[config.mk]
export PLATFORM = sky130hd
export DESIGN_NAME = rtil_ram
export DESIGN_NICKNAME = d
export VERILOG_FILES = /design/src/hw/rtl/rtil_ram.sv
export SDC_FILE = /design/constraint.sdc
export NUM_CORES = 2
export LEC_CHECK = 0
export ABC_AREA = 1
export BUFFER_PORTS_ARGS = -buffer_cell sky130_fd_sc_hd__buf_2
export CAP_MARGIN = 10
export CORE_ASPECT_RATIO = 0.7
export CORE_MARGIN = 8
export CORE_UTILIZATION = 46
export DETAILED_ROUTE_END_ITERATION = 8
export SLEW_MARGIN = 40
export SYNTH_ARGS = -nofsm -noshare
export SYNTH_HDL_FRONTEND = slang
export SYNTH_SLANG_ARGS = --single-unit
[constraint.sdc]
create_clock -name i_clk -period 5.28 [get_ports i_clk]
set_input_delay 0.792 -clock i_clk [delete_from_list [all_inputs] [get_ports i_clk]]
set_output_delay 0.792 -clock i_clk [all_outputs]
set_load 0.05 [all_outputs]
[src/hw/rtl/rtil_ram.sv]
// generic single write port ram with registered read
module rtil_ram #(
    parameter int WIDTH = 32,
    parameter int DEPTH = 64,
    parameter int AW    = (DEPTH > 1) ? $clog2(DEPTH) : 1
) (
    input  logic             i_clk,
    input  logic             i_wr_en,
    input  logic [AW-1:0]    i_wr_addr,
    input  logic [WIDTH-1:0] i_wr_data,
    input  logic [AW-1:0]    i_rd_addr,
    output logic [WIDTH-1:0] o_rd_data
);

    logic [WIDTH-1:0] r_mem [DEPTH];
    logic [WIDTH-1:0] r_rd_data;

    always_ff @(posedge i_clk) begin
        if (i_wr_en) begin
            r_mem[i_wr_addr] <= i_wr_data;
        end
        r_rd_data <= r_mem[i_rd_addr];
    end

    assign o_rd_data = r_rd_data;

endmodule

==> results_dict.tcl <==
set metrics [dict create \
    synth_compound_area_share_pct 0 \
    synth_cell_types 16 \
    start_kind "input pin" \
    synth_top_area_share_pct 74.3 \
    overflow 0 \
    worst_pin_slew_ns 0.892 \
    synthXorXnorAreaFrac_pct 0 \
    hp-start "i_wr_data[7]" \
    slew_viol_final 0 \
    dp_hpwl_mm 145 \
    syn-num-nets 6815 \
    die_h_microns 371 \
    period_share_pct 54.6 \
    clock_latency_ns 0.85 \
    cts_setup_buffers 0 \
    worstPathRequired_ns 6.01 \
    synthTopCellsByArea "edfxtp_1 (74%), nand3_1 (12%), nand2_1 (10%)" \
    max_freq_mhz 347 \
    critical_path_class "input pin to register" \
    clock_skew_ns 0.0316 \
    cpPeakStageDelay_ns 0.48 \
    power.leakage_nw 32.7 \
    start_util_pct 46.2 \
    holdPathEnd "r_mem[54][7]" \
    path_clk_slew_ns 0.07 \
    setup_viol 0 \
    yosys.area.top_type "edfxtp_1" \
    crit_chain "buf_8 > inv_16 > buf_12 > buf_4 > nand2_1 > nand3_1 > nand3_1 > nand3_1 > nand3_1 > nand2_1 > nand2_1 > nand2_1" \
    ys_ff_latch 2080 \
    outcome "finished clean" \
    yosysSeqAreaShare_pct 75.1 \
    netSwitchingFraction_pct 23.5 \
    dr.pass1.iters 8 \
    synth-simple-area-share_pct 22.1 \
    cp_max_fo 118 \
    drcViolationCount 0 \
    wirelength_mm 247 \
    crit_arrival_ns 3.61 \
    place_area_sq_um 87400 \
    grt_use_total_pct 24.9 \
    synth_fa_ha_area_share_pct 0 \
    whs_path_depth 1 \
    h-tree-depth 4 \
    antenna_found_initial 28 \
    hp-class "input pin to register" \
    relSlewSlack_pct 40.5 \
    powerDensity_nw_per_um2 367 \
    r2r_slack_ns 3.35 \
    yosysWarningCount 0 \
    peakVddDrop_v 0.000380 \
    endpoint_kind "register" \
    grt_max_degree 160 \
    ctsLongestPathBuffers 3 \
    drt_iter0_drc 7719 \
    r2r-start "r_mem[61][19]" \
    core_area_sq_um 179000 \
    drive_above_1_share_pct 9.32 \
    vias_per_cell 5.78 \
    die_w_microns 523 \
    areaGrowthSynthToFinish_pct 13.0 \
    power_switching_mw 8.07 \
    cts_sinks 2080 \
    intPower_mw 26.2 \
    grt_pass1_wl_mm 357 \
    pwr-share-clk_pct 39.4 \
    cts_hold_buffers 0 \
    hold_viol_final 0 \
    ant_nets 0 \
    io_pins 78 \
    fin_area_sq_um 93500 \
    period_needed_ns 2.88 \
    cp_slowest_cell "nand3_1" \
    setup_tns_ns 0 \
    grt_pass1_vias 50600 \
    r2r_end "o_rd_data[19]" \
    nets 6875 \
    rsz0062_at_grt "no" \
    portBuffers 77 \
    cap_violations 0 \
    synthesis.instances 6769 \
    p_total_mw 34.3 \
    synth_top_family_by_area "simple AND/OR/NAND/NOR gates" \
    vias 54100 \
    crit_buf_inv 4 \
    postSynthAreaPerCell_sq_um 12.2 \
    combPwrFrac_pct 6.9 \
    cp_top_family "simple AND/OR/NAND/NOR gates" \
    cts_buffers 188 \
    avgRoutedWirePerCell_microns 26.4 \
    root_buffer "clkbuf_16" \
    dieArea_sq_um 194000 \
    gp_congestion 0.866 \
    rows 130 \
    muxShareOfSynthArea_pct 0 \
    post_cts_resized 0 \
    cts_tree "built" \
    worstRegToRegCells 8 \
    power_frac_seq_pct 53.6 \
    syn-cell-area_sq_um 82700 \
]
## logic make-up after synthesis
| family | Yosys count |
|---|---|
| buffers and inverters | 461 |
| DFF | 2080 |
| and+or+nand+nor | 4228 |
## worst reg2reg max path, stage by stage (launching register included)
cell	delay, ns
edfxtp_1	0.33
nand2_1	0.05
nand3_1	0.12
nand3_1	0.15
nand3_1	0.13
nand3_1	0.45
nand2_1	0.32
nand2_1	0.16
nand2_1	0.15
## sequential cells by signal (all words and copies together) (netlist names)
register and cells:
r_mem 2048, o_rd_data 32
## Yosys cell counts, drive strengths merged
cell type and count:
dfxtp 32, nor2 56, nand2 2248, clkbuf 77, buf 372, inv 12
nand4 9, nor4 8, nand3 1907, edfxtp 2048
## layout make-up
| type | instances | area, sq um |
|---|---|---|
| multi-input cells | 4228 | 18800 |
| inverters | 12 | 97.6 |
| well taps | 2376 | 2970 |
| flip-flops and latches | 2080 | 62100 |
| repair buffers | 319 | 3500 |
| clock inverters | 97 | 867 |
| fillers | 15000 | 85600 |
| diodes | 6 | 15.0 |
| clock buffers | 251 | 5110 |
## power groups by stage
stage | sequential, mW | clock [mW] | combinational [mW]
2_1_floorplan | 18.8 | 0 | 1.12
3_3_place_gp | 18.8 | 0 | 2.30
3_5_place_dp | 18.8 | 0 | 2.34
4_1_cts | 18.4 | 13.7 | 2.35
5_1_grt | 18.4 | 14.3 | 2.54
6_report | 18.4 | 13.5 | 2.38
## routing by layer
metal / routed length (microns) / up-vias / track usage [%] / share of wire [%]
met2: 109000 / 2610 / 37.1 / 44
met1: 105000 / 26900 / 36.6 / 43
met4: 6740 / 10 / 6.97 / 2.7
met5: 58 / - / 0 / 0.023
met3: 25900 / 359 / 5.97 / 10
li1: - / 24300 / - / -
## worst max-delay path by stage
| stage | slack [ns] | from | endpoint | cells after the start |
|---|---|---|---|---|
| after floorplan | 0.36 | i_wr_en | r_mem[48][0] | 3 |
| after global placement | 1.55 | i_rd_addr[1] | o_rd_data[18] | 11 |
| after detailed placement | 1.71 | i_rd_addr[0] | o_rd_data[8] | 12 |
| after CTS | 2.39 | o_rd_data[15] | o_rd_data[15] | 1 |
| after global routing | 2.34 | i_rd_addr[0] | o_rd_data[9] | 13 |
| final | 2.40 | i_rd_addr[0] | o_rd_data[1] | 12 |
## cells in the final DEF, fill, tap and decap left out, drive strengths merged
cell type  count
clkbuf       251
clkinv        71
edfxtp      2048
nand2       2248
dfxtp         32
buf          319
diode          6
nand4          9
nand3       1907
nor4           8
inv           20
bufinv        12
clkinvlp       6
nor2          56
## through the flow
step / utilization, % / std cells / hold WS (ns) / setup slack (ns)
after global routing: 52.2 / 9364 / 0.259 / 2.34
after floorplan: - / 6769 / 0.721 / 0.358
after detailed placement: 48.8 / 9010 / 0.788 / 1.71
after CTS: 52.1 / 9358 / 0.217 / 2.39
after global placement: 48.1 / 8954 / 0.826 / 1.55
final: 52.2 / 9369 / 0.263 / 2.40
Note: power is estimated with default switching activity, not from simulation.
